File: src/gda_pkg.sv
package gda_pkg;

  localparam int DAY_W     = 5;
  localparam int MON_W     = 4;
  localparam int YEAR_W    = 14;
  localparam int ADV_W     = 16;
  localparam int SER_W     = 23;  // serial plus count for any year up to 16383
  localparam int OUT_SER_W = 22;
  localparam int CUM_W     = 9;

  localparam int COUNT_WIDTH_DEF = 16;
  localparam int MAX_YEAR_DEF    = 9999;

  localparam int FB_DAY   = 1;
  localparam int FB_MONTH = 1;
  localparam int FB_YEAR  = 2026;

  // y / 100 == (y * RECIP100) >> RECIP_SH for all 14-bit y
  localparam int RECIP100 = 5243;
  localparam int RECIP_SH = 19;
  localparam int K_W      = 13;
  localparam int PROD_W   = YEAR_W + K_W;
  localparam int Q100_W   = 8;

  localparam int DAYS_400 = 146097;
  localparam int DAYS_100 = 36524;
  localparam int DAYS_4   = 1461;
  localparam int DAYS_1   = 365;

  typedef struct packed {
    logic [DAY_W-1:0]  day;
    logic [MON_W-1:0]  month;
    logic [YEAR_W-1:0] year;
  } date_t;

  typedef struct packed {
    logic                 first_valid;
    logic                 second_valid;
    logic [DAY_W-1:0]     next_day;
    logic [MON_W-1:0]     next_month;
    logic [YEAR_W-1:0]    next_year;
    logic                 overflow;
    logic [OUT_SER_W-1:0] serial_number;
    logic [OUT_SER_W-1:0] distance;
    logic                 is_earlier;
    logic                 is_equal;
  } result_t;

  typedef enum logic {
    ALU_ADD,
    ALU_SUB
  } alu_op_t;

  typedef enum logic [4:0] {
    ST_IDLE,
    ST_LMUL,
    ST_CHECK,
    ST_PMUL,
    ST_M365,
    ST_S0,
    ST_S1,
    ST_S2,
    ST_S3,
    ST_S4,
    ST_D1,
    ST_D2,
    ST_TGT,
    ST_OVF,
    ST_N,
    ST_Q400,
    ST_Q100,
    ST_Q4,
    ST_Q1,
    ST_MON,
    ST_DONE
  } state_t;

  function automatic logic [DAY_W-1:0] month_len(input logic [MON_W-1:0] m, input logic leap);
    logic [DAY_W-1:0] len;
    case (m)
      4'd2:                      len = leap ? 5'd29 : 5'd28;
      4'd4, 4'd6, 4'd9, 4'd11:   len = 5'd30;
      default:                   len = 5'd31;
    endcase
    return len;
  endfunction

  // days in the year before the first of month m
  function automatic logic [CUM_W-1:0] cum_days(input logic [MON_W-1:0] m, input logic leap);
    logic [CUM_W-1:0] c;
    case (m)
      4'd2:    c = 9'd31;
      4'd3:    c = 9'd59;
      4'd4:    c = 9'd90;
      4'd5:    c = 9'd120;
      4'd6:    c = 9'd151;
      4'd7:    c = 9'd181;
      4'd8:    c = 9'd212;
      4'd9:    c = 9'd243;
      4'd10:   c = 9'd273;
      4'd11:   c = 9'd304;
      4'd12:   c = 9'd334;
      default: c = 9'd0;
    endcase
    if (leap && m > 4'd2) begin
      c = c + 9'd1;
    end
    return c;
  endfunction

endpackage

File: src/gda_alu.sv
module gda_alu #(
  parameter int W = gda_pkg::SER_W
) (
  input  gda_pkg::alu_op_t op,
  input  logic [W-1:0]     a,
  input  logic [W-1:0]     b,
  output logic [W-1:0]     res,
  output logic             borrow
);

  logic [W:0] sum;

  always_comb begin
    if (op == gda_pkg::ALU_SUB) begin
      sum = {1'b0, a} - {1'b0, b};
    end else begin
      sum = {1'b0, a} + {1'b0, b};
    end
  end

  assign res    = sum[W-1:0];
  assign borrow = (op == gda_pkg::ALU_SUB) && sum[W];

endmodule

File: src/gda_core.sv
module gda_core #(
  parameter int MAX_YEAR = gda_pkg::MAX_YEAR_DEF,
  parameter int CNT_W    = gda_pkg::COUNT_WIDTH_DEF
) (
  input  logic                 clk,
  input  logic                 rst,
  input  logic                 start,
  input  gda_pkg::date_t       first_in,
  input  gda_pkg::date_t       second_in,
  input  logic [CNT_W-1:0]     cnt_in,
  output logic                 idle,
  output logic                 done,
  input  logic                 take,
  output gda_pkg::result_t     result
);

  localparam int SW = gda_pkg::SER_W;
  localparam int YW = gda_pkg::YEAR_W;
  localparam int PW = gda_pkg::PROD_W;
  localparam int QW = gda_pkg::Q100_W;

  // serial of 31/12/MAX_YEAR
  localparam logic [SW-1:0] LIMIT =
    SW'(365 * MAX_YEAR + MAX_YEAR / 4 - MAX_YEAR / 100 + MAX_YEAR / 400);
  localparam logic [YW-1:0] MAX_Y = YW'(MAX_YEAR);

  gda_pkg::state_t state, state_next;

  gda_pkg::date_t da, db, cur;
  logic [CNT_W-1:0] cnt;
  logic             sel;
  logic             leap;
  logic             v_a, v_b;
  logic [PW-1:0]    prod;
  logic [QW-1:0]    q;
  logic [SW-1:0]    acc, s_a, span;
  logic             earlier, equal, ovf;
  logic [YW-1:0]    yacc;
  logic [gda_pkg::MON_W-1:0] mcur;
  logic [gda_pkg::DAY_W-1:0] nd;
  logic [4:0]       k;
  logic             c100_3, q4_24, leap_n;

  gda_pkg::alu_op_t alu_op;
  logic [SW-1:0]    alu_a, alu_b, alu_res;
  logic             alu_borrow;

  logic [YW-1:0]    p;
  logic [YW-1:0]    mul_a;
  logic [gda_pkg::K_W-1:0] mul_k;
  logic [PW-1:0]    mul_res;
  logic [QW-1:0]    q100_c;
  logic [YW-1:0]    hund;
  logic             leap_c, valid_c;
  logic [YW-1:0]    ystep;
  logic [gda_pkg::DAY_W-1:0] mlen;

  gda_alu #(.W(SW)) u_alu (
    .op     (alu_op),
    .a      (alu_a),
    .b      (alu_b),
    .res    (alu_res),
    .borrow (alu_borrow)
  );

  assign cur  = sel ? db : da;
  assign p    = cur.year - YW'(1);
  assign mlen = gda_pkg::month_len(mcur, leap_n);

  // leap test and validity of the current raw date
  assign q100_c = prod[gda_pkg::RECIP_SH +: QW];
  assign hund   = YW'({q100_c, 6'b0}) + YW'({q100_c, 5'b0}) + YW'({q100_c, 2'b0});
  assign leap_c = (cur.year[1:0] == 2'b00) && ((cur.year != hund) || (q100_c[1:0] == 2'b00));
  assign valid_c = (cur.year != '0) && (cur.year <= MAX_Y) &&
                   (cur.month != '0) && (cur.month <= 4'd12) &&
                   (cur.day != '0) &&
                   (cur.day <= gda_pkg::month_len(cur.month, leap_c));

  always_comb begin
    mul_a = (state == gda_pkg::ST_LMUL) ? cur.year : p;
    mul_k = (state == gda_pkg::ST_M365) ? gda_pkg::K_W'(gda_pkg::DAYS_1)
                                        : gda_pkg::K_W'(gda_pkg::RECIP100);
  end

  assign mul_res = PW'(mul_a) * PW'(mul_k);

  always_comb begin
    state_next = state;
    alu_op     = gda_pkg::ALU_ADD;
    alu_a      = acc;
    alu_b      = '0;
    ystep      = '0;
    case (state)
      gda_pkg::ST_IDLE:  if (start) state_next = gda_pkg::ST_LMUL;
      gda_pkg::ST_LMUL:  state_next = gda_pkg::ST_CHECK;
      gda_pkg::ST_CHECK: state_next = gda_pkg::ST_PMUL;
      gda_pkg::ST_PMUL:  state_next = gda_pkg::ST_M365;
      gda_pkg::ST_M365:  state_next = gda_pkg::ST_S0;
      gda_pkg::ST_S0: begin
        alu_a      = prod[SW-1:0];
        state_next = gda_pkg::ST_S1;
      end
      gda_pkg::ST_S1: begin
        alu_b      = SW'(p[YW-1:2]);
        state_next = gda_pkg::ST_S2;
      end
      gda_pkg::ST_S2: begin
        alu_op     = gda_pkg::ALU_SUB;
        alu_b      = SW'(q);
        state_next = gda_pkg::ST_S3;
      end
      gda_pkg::ST_S3: begin
        alu_b      = SW'(q[QW-1:2]);
        state_next = gda_pkg::ST_S4;
      end
      gda_pkg::ST_S4: begin
        alu_b      = SW'(10'(gda_pkg::cum_days(cur.month, leap)) + 10'(cur.day));
        state_next = sel ? gda_pkg::ST_D1 : gda_pkg::ST_LMUL;
      end
      gda_pkg::ST_D1: begin
        alu_op     = gda_pkg::ALU_SUB;
        alu_a      = s_a;
        alu_b      = acc;
        state_next = alu_borrow ? gda_pkg::ST_D2 : gda_pkg::ST_TGT;
      end
      gda_pkg::ST_D2: begin
        alu_op     = gda_pkg::ALU_SUB;
        alu_b      = s_a;
        state_next = gda_pkg::ST_TGT;
      end
      gda_pkg::ST_TGT: begin
        alu_a      = s_a;
        alu_b      = SW'(cnt);
        state_next = gda_pkg::ST_OVF;
      end
      gda_pkg::ST_OVF: begin
        alu_op     = gda_pkg::ALU_SUB;
        alu_a      = LIMIT;
        alu_b      = acc;
        state_next = alu_borrow ? gda_pkg::ST_DONE : gda_pkg::ST_N;
      end
      gda_pkg::ST_N: begin
        alu_op     = gda_pkg::ALU_SUB;
        alu_b      = SW'(1);
        state_next = gda_pkg::ST_Q400;
      end
      gda_pkg::ST_Q400: begin
        alu_op = gda_pkg::ALU_SUB;
        alu_b  = SW'(gda_pkg::DAYS_400);
        ystep  = YW'(400);
        if (alu_borrow) state_next = gda_pkg::ST_Q100;
      end
      gda_pkg::ST_Q100: begin
        alu_op = gda_pkg::ALU_SUB;
        alu_b  = SW'(gda_pkg::DAYS_100);
        ystep  = YW'(100);
        if (alu_borrow || k == 5'd3) state_next = gda_pkg::ST_Q4;
      end
      gda_pkg::ST_Q4: begin
        alu_op = gda_pkg::ALU_SUB;
        alu_b  = SW'(gda_pkg::DAYS_4);
        ystep  = YW'(4);
        if (alu_borrow) state_next = gda_pkg::ST_Q1;
      end
      gda_pkg::ST_Q1: begin
        alu_op = gda_pkg::ALU_SUB;
        alu_b  = SW'(gda_pkg::DAYS_1);
        ystep  = YW'(1);
        if (alu_borrow || k == 5'd3) state_next = gda_pkg::ST_MON;
      end
      gda_pkg::ST_MON: begin
        alu_op = gda_pkg::ALU_SUB;
        alu_b  = SW'(mlen);
        if (alu_borrow || mcur == 4'd12) state_next = gda_pkg::ST_DONE;
      end
      gda_pkg::ST_DONE:  if (take) state_next = gda_pkg::ST_IDLE;
      default:           state_next = gda_pkg::ST_IDLE;
    endcase
  end

  always_ff @(posedge clk) begin
    if (rst) begin
      state <= gda_pkg::ST_IDLE;
    end else begin
      state <= state_next;
    end
  end

  always_ff @(posedge clk) begin
    case (state)
      gda_pkg::ST_IDLE: begin
        if (start) begin
          da  <= first_in;
          db  <= second_in;
          cnt <= cnt_in;
          sel <= 1'b0;
        end
      end
      gda_pkg::ST_LMUL: prod <= mul_res;
      gda_pkg::ST_CHECK: begin
        leap <= valid_c && leap_c;
        if (sel) begin
          v_b <= valid_c;
        end else begin
          v_a <= valid_c;
        end
        if (!valid_c) begin
          if (sel) begin
            db <= '{gda_pkg::DAY_W'(gda_pkg::FB_DAY), gda_pkg::MON_W'(gda_pkg::FB_MONTH),
                    YW'(gda_pkg::FB_YEAR)};
          end else begin
            da <= '{gda_pkg::DAY_W'(gda_pkg::FB_DAY), gda_pkg::MON_W'(gda_pkg::FB_MONTH),
                    YW'(gda_pkg::FB_YEAR)};
          end
        end
      end
      gda_pkg::ST_PMUL: prod <= mul_res;
      gda_pkg::ST_M365: begin
        q    <= q100_c;
        prod <= mul_res;
      end
      gda_pkg::ST_S0, gda_pkg::ST_S1, gda_pkg::ST_S2, gda_pkg::ST_S3: acc <= alu_res;
      gda_pkg::ST_S4: begin
        acc <= alu_res;
        if (!sel) begin
          s_a <= alu_res;
          sel <= 1'b1;
        end
      end
      gda_pkg::ST_D1: begin
        earlier <= alu_borrow;
        equal   <= (alu_res == '0);
        span    <= alu_res;
      end
      gda_pkg::ST_D2: span <= alu_res;
      gda_pkg::ST_TGT: acc <= alu_res;
      gda_pkg::ST_OVF: begin
        ovf <= alu_borrow;
        if (alu_borrow) begin
          nd   <= gda_pkg::DAY_W'(31);
          mcur <= 4'd12;
          yacc <= MAX_Y;
        end
      end
      gda_pkg::ST_N: begin
        acc  <= alu_res;
        yacc <= YW'(1);
        k    <= '0;
      end
      gda_pkg::ST_Q400: begin
        if (!alu_borrow) begin
          acc  <= alu_res;
          yacc <= yacc + ystep;
        end
      end
      gda_pkg::ST_Q100: begin
        if (!alu_borrow && k != 5'd3) begin
          acc  <= alu_res;
          yacc <= yacc + ystep;
          k    <= k + 5'd1;
        end else begin
          c100_3 <= (k == 5'd3);
          k      <= '0;
        end
      end
      gda_pkg::ST_Q4: begin
        if (!alu_borrow) begin
          acc  <= alu_res;
          yacc <= yacc + ystep;
          k    <= k + 5'd1;
        end else begin
          q4_24 <= (k == 5'd24);
          k     <= '0;
        end
      end
      gda_pkg::ST_Q1: begin
        if (!alu_borrow && k != 5'd3) begin
          acc  <= alu_res;
          yacc <= yacc + ystep;
          k    <= k + 5'd1;
        end else begin
          // last year of a 4-year group is leap, unless it ends a plain century
          leap_n <= (k == 5'd3) && (!q4_24 || c100_3);
          mcur   <= 4'd1;
        end
      end
      gda_pkg::ST_MON: begin
        if (!alu_borrow && mcur != 4'd12) begin
          acc  <= alu_res;
          mcur <= mcur + 4'd1;
        end else begin
          nd <= acc[gda_pkg::DAY_W-1:0] + gda_pkg::DAY_W'(1);
        end
      end
      default: ;
    endcase
  end

  assign idle = (state == gda_pkg::ST_IDLE);
  assign done = (state == gda_pkg::ST_DONE);

  assign result.first_valid   = v_a;
  assign result.second_valid  = v_b;
  assign result.next_day      = nd;
  assign result.next_month    = mcur;
  assign result.next_year     = yacc;
  assign result.overflow      = ovf;
  assign result.serial_number = s_a[gda_pkg::OUT_SER_W-1:0];
  assign result.distance      = span[gda_pkg::OUT_SER_W-1:0];
  assign result.is_earlier    = earlier;
  assign result.is_equal      = equal;

endmodule

File: src/gregorian_date_arithmetic_unit.sv
// The date breakdown peels 400-year blocks one per cycle through the shared adder.
// Items are handled one at a time; the next item is taken the cycle after the
// sequencer hands its result to the output register, and a result still waiting
// there holds the sequencer and so the input.
// Reset (synchronous, active high) returns the sequencer to idle and clears out_valid.
module gregorian_date_arithmetic_unit #(
  parameter int COUNT_WIDTH = gda_pkg::COUNT_WIDTH_DEF,
  parameter int MAX_YEAR    = gda_pkg::MAX_YEAR_DEF
) (
  input  logic                            clk,
  input  logic                            rst,
  input  logic                            in_valid,
  output logic                            in_ready,
  input  logic [gda_pkg::DAY_W-1:0]       day,
  input  logic [gda_pkg::MON_W-1:0]       month,
  input  logic [gda_pkg::YEAR_W-1:0]      year,
  input  logic [gda_pkg::DAY_W-1:0]       other_day,
  input  logic [gda_pkg::MON_W-1:0]       other_month,
  input  logic [gda_pkg::YEAR_W-1:0]      other_year,
  input  logic [gda_pkg::ADV_W-1:0]       advance_days,
  output logic                            out_valid,
  input  logic                            out_ready,
  output logic                            first_valid,
  output logic                            second_valid,
  output logic [gda_pkg::DAY_W-1:0]       next_day,
  output logic [gda_pkg::MON_W-1:0]       next_month,
  output logic [gda_pkg::YEAR_W-1:0]      next_year,
  output logic                            overflow,
  output logic [gda_pkg::OUT_SER_W-1:0]   serial_number,
  output logic [gda_pkg::OUT_SER_W-1:0]   distance,
  output logic                            is_earlier,
  output logic                            is_equal
);

  localparam int CNT_W = (COUNT_WIDTH < gda_pkg::ADV_W) ? COUNT_WIDTH : gda_pkg::ADV_W;

  gda_pkg::date_t   first_in, second_in;
  gda_pkg::result_t core_res, res;
  logic             core_idle, core_done, load;

  assign first_in  = '{day, month, year};
  assign second_in = '{other_day, other_month, other_year};

  gda_core #(
    .MAX_YEAR (MAX_YEAR),
    .CNT_W    (CNT_W)
  ) u_core (
    .clk       (clk),
    .rst       (rst),
    .start     (in_valid && in_ready),
    .first_in  (first_in),
    .second_in (second_in),
    .cnt_in    (advance_days[CNT_W-1:0]),
    .idle      (core_idle),
    .done      (core_done),
    .take      (load),
    .result    (core_res)
  );

  assign in_ready = core_idle;
  assign load     = core_done && (!out_valid || out_ready);

  always_ff @(posedge clk) begin
    if (rst) begin
      out_valid <= 1'b0;
    end else if (load) begin
      out_valid <= 1'b1;
    end else if (out_ready) begin
      out_valid <= 1'b0;
    end
  end

  always_ff @(posedge clk) begin
    if (load) begin
      res <= core_res;
    end
  end

  assign first_valid   = res.first_valid;
  assign second_valid  = res.second_valid;
  assign next_day      = res.next_day;
  assign next_month    = res.next_month;
  assign next_year     = res.next_year;
  assign overflow      = res.overflow;
  assign serial_number = res.serial_number;
  assign distance      = res.distance;
  assign is_earlier    = res.is_earlier;
  assign is_equal      = res.is_equal;

endmodule
File: config.mk
export PLATFORM = sky130hd
export DESIGN_NAME = gregorian_date_arithmetic_unit
export DESIGN_NICKNAME = d
export VERILOG_FILES = /design/src/gda_pkg.sv /design/src/gda_alu.sv /design/src/gda_core.sv /design/src/gregorian_date_arithmetic_unit.sv
export SDC_FILE = /design/constraint.sdc
export NUM_CORES = 1
export LEC_CHECK = 0
export CORE_ASPECT_RATIO = 1.75
export CORE_UTILIZATION = 55
export CTS_CLUSTER_SIZE = 20
export DETAILED_ROUTE_END_ITERATION = 12
export DONT_BUFFER_PORTS = 1
export HOLD_SLACK_MARGIN = 0.15
export PLACE_DENSITY = 0.73
export RECOVER_POWER = 25
export SLEW_MARGIN = 40
export SYNTH_ARGS = -nofsm -noshare
export SYNTH_HDL_FRONTEND = slang
export SYNTH_HIERARCHICAL = 1
export SYNTH_SLANG_ARGS = --single-unit
File: constraint.sdc
create_clock -name clk -period 12.8 [get_ports clk]
set_input_delay 0.64 -clock clk [delete_from_list [all_inputs] [get_ports clk]]
set_output_delay 0.64 -clock clk [all_outputs]
set_load 0.02 [all_outputs]
==> run_results.csv, run 1 <==
group,metric,value,unit
clocking,ctsResizeCount,0,
worst_hold_path,min_path_type,"input pin to flip-flop",
critical_path,start_kind,"flip-flop",
critical_path,crit_path_frequent_cell,"ha_1",
place,place.gp.congestion,0.9818,
sta,clock_skew,0.02429,ns
critical_path,critPathSlowestCell,"edfxtp_1",
finish,layout-drive-gt1-share,0.07553,
floorplan,start_util,0.5597,
sta,fin_setup_tns,0,ns
critical_path,r2r_end,"u_core/acc[16]$_DFFE_PP_",
clocking,clk_latency,0.58,ns
sta,fmaxAchievable,0.1096,GHz
flow_run,maxCapViolCount,0,
grt,grt_pass1_wl,80070,um
finish,finalNetCount,2131,
place,port-buffer-count,0,
synth,syn_inst,1819,
clocking,cts_root_buffer,"clkbuf_16",
critical_path,reg2reg_from,"u_core/sel$_DFFE_PP_",
synth,ys_warn_count,6,
sta,hold_violations,0,
sta,finalCritPeriodShare,0.7126,
grt,antenna_found_initial,0,
floorplan,die_area,0.03683,mm^2
critical_path,cp_data_arrival_time,9.35,ns
grt,grt_max_degree,67,
critical_path,reg2reg_slack,3.68,ns
floorplan,fp.coreArea,0.03541,mm^2
place,hpwl,40450,um
routing,vias_per_cell,6.030,
synth,synth-seq-cells,281,
routing,drt_pre_antenna_iters,5,
synth,async_flop_share,0,
finish,n_fill_cell,2844,
critical_path,cp.required,13.03,ns
clocking,cts.clk_slew.worst_paths,0.06,ns
grt,grt_pass1_vias,14296,
synth,yosysSeqAreaShare,0.4227,
clocking,cts_tree,"built",
worst_hold_path,whs_endpoint,"u_core/db[14]$_SDFFCE_PP1P_",
outcome,outcome,"completed",
synth,syn_area_per_cell,10.90,um^2
sta,tightest_slew,0.8772,ns
floorplan,rows,91,
worst_hold_path,hold_path_depth,1,
sta,slew_viol_final,0,
worst_hold_path,hold_path_startpoint,"other_month[0]",
synth,ys.flop_type,"edfxtp_1",
critical_path,cp-startpoint,"u_core/sel$_DFFE_PP_",
routing,wl_per_cell,22.46,um
grt,grt_usage,0.2861,
synth,ys_types,94,
sta,slew-limit-headroom,0.4098,
finish,syn2layout_area_growth,7.368,%
floorplan,dieHeight,253.1,um
clocking,cts.sinks,281,
critical_path,cpPeakStageDelay,0.82,ns
routing,drc,0,
critical_path,critPathMaxFanout,23,
floorplan,die_x,145.5,um
sta,setup-violations-final,0,
clocking,htree_levels,1,
critical_path,reg2reg_depth,30,
routing,postRouteAntennaNets,0,
floorplan,io_pins,140,
routing,wl,51470,um
critical_path,path_class,"flip-flop to flip-flop",
clocking,cts_buffers,27,
critical_path,endpoint_kind,"flip-flop",
routing,num_vias,13821,
sta,grt_setup_unrepaired,"false",
routing,drt_iter0_markers,899,
finish,antenna_cells,0,
synth,syn_area,0.01982,mm^2
clocking,cts_max_path_buffers,3,
synth,synth_edf_count,275,
sta,fin_crit,9.121,ns
grt,grt_overflow,0,
-- cells in the mapped netlist, types with 19 or more instances --
library cell,number,area share
a21o_1,28,0.011
a21oi_1,121,0.031
a221oi_1,28,0.012
buf_4,29,0.011
clkbuf_1,38,0.0072
edfxtp_1,275,0.42
fa_1,90,0.091
ha_1,169,0.11
inv_1,202,0.038
mux2i_1,19,0.0096
nand2_1,96,0.018
nand3_1,37,0.0093
nor2_1,138,0.026
nor2b_1,41,0.013
nor3_1,32,0.0081
o21ai_0,60,0.015
or2_2,25,0.0079
xnor2_1,96,0.042
xor2_1,40,0.018
-- how the worst max path moves through the flow --
stage                                     end  slack [ns]  cells past startpoint
floorplan             u_core/acc[0]$_DFFE_PP_        3.81                     26
global placement    u_core/yacc[12]$_DFFE_PP_        3.86                     29
detailed placement  u_core/prod[26]$_DFFE_PP_        3.69                     26
CTS                 u_core/prod[26]$_DFFE_PP_        3.65                     26
global route         u_core/acc[16]$_DFFE_PP_        3.08                     30
finish               u_core/acc[16]$_DFFE_PP_        3.68                     30
-- area by class of cell --
cell class                      count  area, um^2  share of cell area
Timing Repair Buffer               35       317.8             0.01494
Clock inverter                     17       171.4            0.008055
Tap cell                          465       581.8             0.02734
Clock buffer                       33       698.2             0.03281
Inverter                          208       780.7             0.03669
Sequential cell                   281        8378              0.3937
Multi-Input combinational cell   1253       10350              0.4864
-- layer usage --
metal  wire length, um  GRT usage
met5                 0          0
met2             27650     0.5475
met3              2259    0.02919
met4              2995     0.1603
met1             18570     0.3044
-- cell families after synthesis --
logic type,count (synthesis),share of synthesized area
compound gates,357,0.1197
xor+xnor,137,0.06092
fa+ha+maj,260,0.1981
buf+inv,286,0.06054
flops,281,0.4227
mux,30,0.01869
other cells,2,0.0003789
simple gates,466,0.1189
-- timing repair --
item,in CTS,in global routing
buffers inserted,0,0
hold buffers,17,0
hold endpoints to repair,22,0
-- registers in the layout, indices dropped and copies added (netlist names), 4 cells and up --
register and count:
u_core/prod 27, u_core/acc 23, u_core/da 23, u_core/db 23
u_core/s_a 23, distance 22, serial_number 22, u_core/span 22
u_core/cnt 16, next_year 14, u_core/yacc 14, u_core/q 8
next_day 5, u_core/k 5, u_core/nd 5, u_core/state 5
next_month 4, u_core/mcur 4
-- worst max-delay path: cells and delay by family (launching register included) --
kind / cells / cell delay (ns)
xor gates and xnor gates: 2 / 0.34
AOI/OAI and AO/OA: 13 / 3.27
buffers and inverters: 2 / 0.52
and+or+nand+nor: 7 / 1.54
adders and majority gates: 4 / 1.21
muxes: 2 / 1.02
DFF: 1 / 0.82
-- per-stage QoR --
stage	util	setup WS, ns	cell area [um^2]	hold WS [ns]	cells
after global placement	0.5693	3.860	20160	0.4019	2224
after CTS	0.5996	3.653	21230	0.2155	2291
after detailed placement	0.5702	3.691	20190	0.4045	2224
after global routing	0.6009	3.078	21280	0.2231	2292
after floorplan	-	3.806	19820	0.4003	1820
final	0.6009	3.679	21280	0.2448	2292
-- layout by cell type, fill, tap and decap left out, types with 10 or more instances in the layout --
| cell type | count |
|---|---|
| inv_1 | 200 |
| xor2_1 | 39 |
| nor4_1 | 10 |
| nand2_1 | 96 |
| nand2b_1 | 14 |
| xnor2_1 | 94 |
| edfxtp_1 | 275 |
| buf_4 | 17 |
| or2_2 | 25 |
| o21ai_0 | 59 |
| nand3_1 | 37 |
| a31oi_1 | 10 |
| dlygate4sd3_1 | 17 |
| fa_1 | 90 |
| nor2_1 | 134 |
| a222oi_1 | 13 |
| nor3_1 | 28 |
| o21a_1 | 10 |
| and2_1 | 12 |
| ha_1 | 169 |
| clkbuf_16 | 27 |
| a21oi_1 | 122 |
| a21o_1 | 28 |
| a221oi_1 | 28 |
| mux2i_1 | 18 |
| nor2b_1 | 41 |
| and3_1 | 12 |
Power of run 1 is left out: the tool's default activity adds up to more than one toggle a clock period on the data nets, which glitch-free logic cannot reach.
==> run 2: changes to the inputs <==
- ABC_AREA: not set -> 1
- clock period: 12.8 -> 9 ns (I/O delays scaled with it)
==> run 2 against run 1 <==
Via count increased by 21%. Area after synthesis increased by 6.6%. Fmax increased by 16%. Critical endpoint is now u_core/nd[2]$_SDFFCE_PP1P_. Highest routed layer unchanged.
==> run_results.csv, run 2 <==
group,metric,value,unit
sta,finalCritPeriodShare,0.8717,
grt,grt_overflow,0,
critical_path,cpPeakStageDelay,0.66,ns
synth,async_flop_share,0,
grt,grt_pass1_wl,92250,um
critical_path,start_kind,"flip-flop",
critical_path,cp.required,9.22,ns
synth,synth-simple-area-share,0.2067,
routing,drt_iter0_markers,1291,
clocking,clk_latency,0.59,ns
floorplan,io_pins,140,
floorplan,die_x,150.2,um
synth,synth_xor_area_frac,0.03269,
clocking,htree_levels,1,
grt,antenna_found_initial,0,
clocking,cts.clk_slew.worst_paths,0.08,ns
routing,drc,0,
sta,clock_skew,0.03582,ns
clocking,cts_max_path_buffers,3,
sta,slew_viol_final,0,
finish,layout-drive-gt1-share,0.08642,
routing,postRouteAntennaNets,0,
grt,grt_max_degree,73,
synth,syn_area,0.02113,mm^2
routing,vias_per_cell,5.689,
place,place.gp.congestion,0.9881,
synth,yosys-top-cells-area,"edfxtp_1 (39%), ha_1 (10%), nand2_1 (9.0%)",
worst_hold_path,min_path_type,"input pin to flip-flop",
synth,ys.flop_type,"edfxtp_1",
routing,wl_per_cell,20.61,um
finish,syn2layout_area_growth,9.398,%
synth,synth_top_cell_by_area,"edfxtp_1",
synth,netlist.area_leader.share,0.3909,
synth,synth_most_common_cell,"nand2_1",
sta,grt_setup_unrepaired,"false",
floorplan,dieHeight,261.3,um
sta,fin_setup_tns,0,ns
place,placed_area,0.02156,mm^2
finish,antenna_cells,0,
synth,ys_warn_count,6,
synth,yosysSeqAreaShare,0.3965,
outcome,outcome,"completed",
finish,regArea,0.008378,mm^2
finish,n_fill_cell,3153,
synth,syn_inst,2385,
sta,slew-limit-headroom,0.4815,
synth,synth-seq-cells,281,
synth,synth_common_cells,"nand2_1 (506), inv_1 (448), edfxtp_1 (275), nor2_1 (190), ha_1 (169)",
synth,synth_mux_area_frac,0,
critical_path,critPathMaxFanout,34,
place,hpwl,48230,um
floorplan,die_area,0.03923,mm^2
clocking,hold_buffers,64,
critical_path,cp_data_arrival_time,8.06,ns
clocking,cts_buffers,26,
floorplan,start_util,0.5596,
finish,final_common_cell,"nand2_1",
synth,synth_compound_area_frac,0.07616,
sta,fmaxAchievable,0.1275,GHz
critical_path,path_class,"flip-flop to flip-flop",
sta,hold_violations,0,
grt,grt_pass1_vias,17012,
synth,synthAdderAreaFrac,0.1854,
synth,synth_top_family_by_area,"simple AND/OR/NAND/NOR gates",
routing,wl,60460,um
place,port-buffer-count,0,
clocking,post_cts_buffers,0,
clocking,ctsResizeCount,0,
synth,synth_edf_count,275,
clocking,cts_root_buffer,"clkbuf_16",
sta,fin_crit,7.846,ns
sta,tightest_slew,0.7718,ns
finish,final_area,0.02311,mm^2
routing,drt_pre_antenna_iters,6,
finish,multi_input_area,0.01068,mm^2
floorplan,rows,94,
critical_path,endpoint_kind,"flip-flop",
sta,setup-violations-final,0,
synth,syn_area_per_cell,8.859,um^2
critical_path,crit_path_frequent_cell,"nand2_1",
routing,num_vias,16687,
clocking,cts.sinks,281,
synth,ys_types,60,
finish,largest_reg_flops,27,
floorplan,fp.coreArea,0.03775,mm^2
clocking,cts_tree,"built",
critical_path,critPathSlowestCell,"nor3_1",
finish,top_register,"u_core/prod",
grt,grt_usage,0.3162,
finish,finalNetCount,2758,
flow_run,maxCapViolCount,0,
finish,layout_common_cells,"nand2_1 (506), inv_1 (447), edfxtp_1 (275)",
## run 2: final timing paths
path / from / to / slack (ns) / cells past startpoint
hold / removal: in_valid / u_core/sel$_DFFE_PP_ / 0.26 / 4
setup reg to reg: u_core/sel$_DFFE_PP_ / u_core/nd[2]$_SDFFCE_PP1P_ / 1.15 / 43
setup / recovery: u_core/sel$_DFFE_PP_ / u_core/nd[2]$_SDFFCE_PP1P_ / 1.15 / 43
hold reg to reg: u_core/span[19]$_DFFE_PP_ / distance[19]$_DFFE_PP_ / 0.42 / 0
## run 2: through the flow
step	hold slack (ns)	setup slack [ns]	cells	utilization
2_1_floorplan	0.4003	1.313	2386	-
3_3_place_gp	0.4010	1.258	2817	0.5691
3_5_place_dp	0.4045	1.303	2820	0.5711
4_1_cts	0.2513	1.254	2932	0.6115
5_1_grt	0.2719	0.4404	2933	0.6122
6_report	0.2568	1.154	2933	0.6122
## run 2: layer usage
layer  GRT usage  up-vias  wire length (um)
met4      0.2057        0              4272
met5           0        -                 0
met3     0.03641      212              3048
met1      0.3184     7998             20470
met2      0.6035      655             32660
li1            -     7822                 -
## run 2: cells by family (layout without fill, tap and decap cells)
family / after synthesis / in the layout
and+or+nand+nor: 981 / 981
xor gates and xnor gates: 78 / 78
AOI/OAI and AO/OA: 253 / 253
adders and majority gates: 259 / 259
other: 2 / 3
buffers and inverters: 531 / 598
DFF: 281 / 281
## run 2: critical path: cells and delay by family, from the launching register on
kind | cells | cell delay, ns
xor gates and xnor gates | 1 | 0.15
and+or+nand+nor | 26 | 3.69
adders and majority gates | 4 | 1.33
DFF | 1 | 0.41
buffers and inverters | 9 | 1.08
AOI/OAI and AO/OA | 3 | 0.78
## run 2: layout make-up
type | instances | share of cell area
multi-input cells | 1574 | 0.4619
flip-flops and latches | 281 | 0.3625
inverters | 470 | 0.07633
repair buffers | 80 | 0.03519
clock buffers | 31 | 0.02896
well taps | 480 | 0.02598
clock inverters | 17 | 0.009203
Power of run 2 is left out for the same reason.
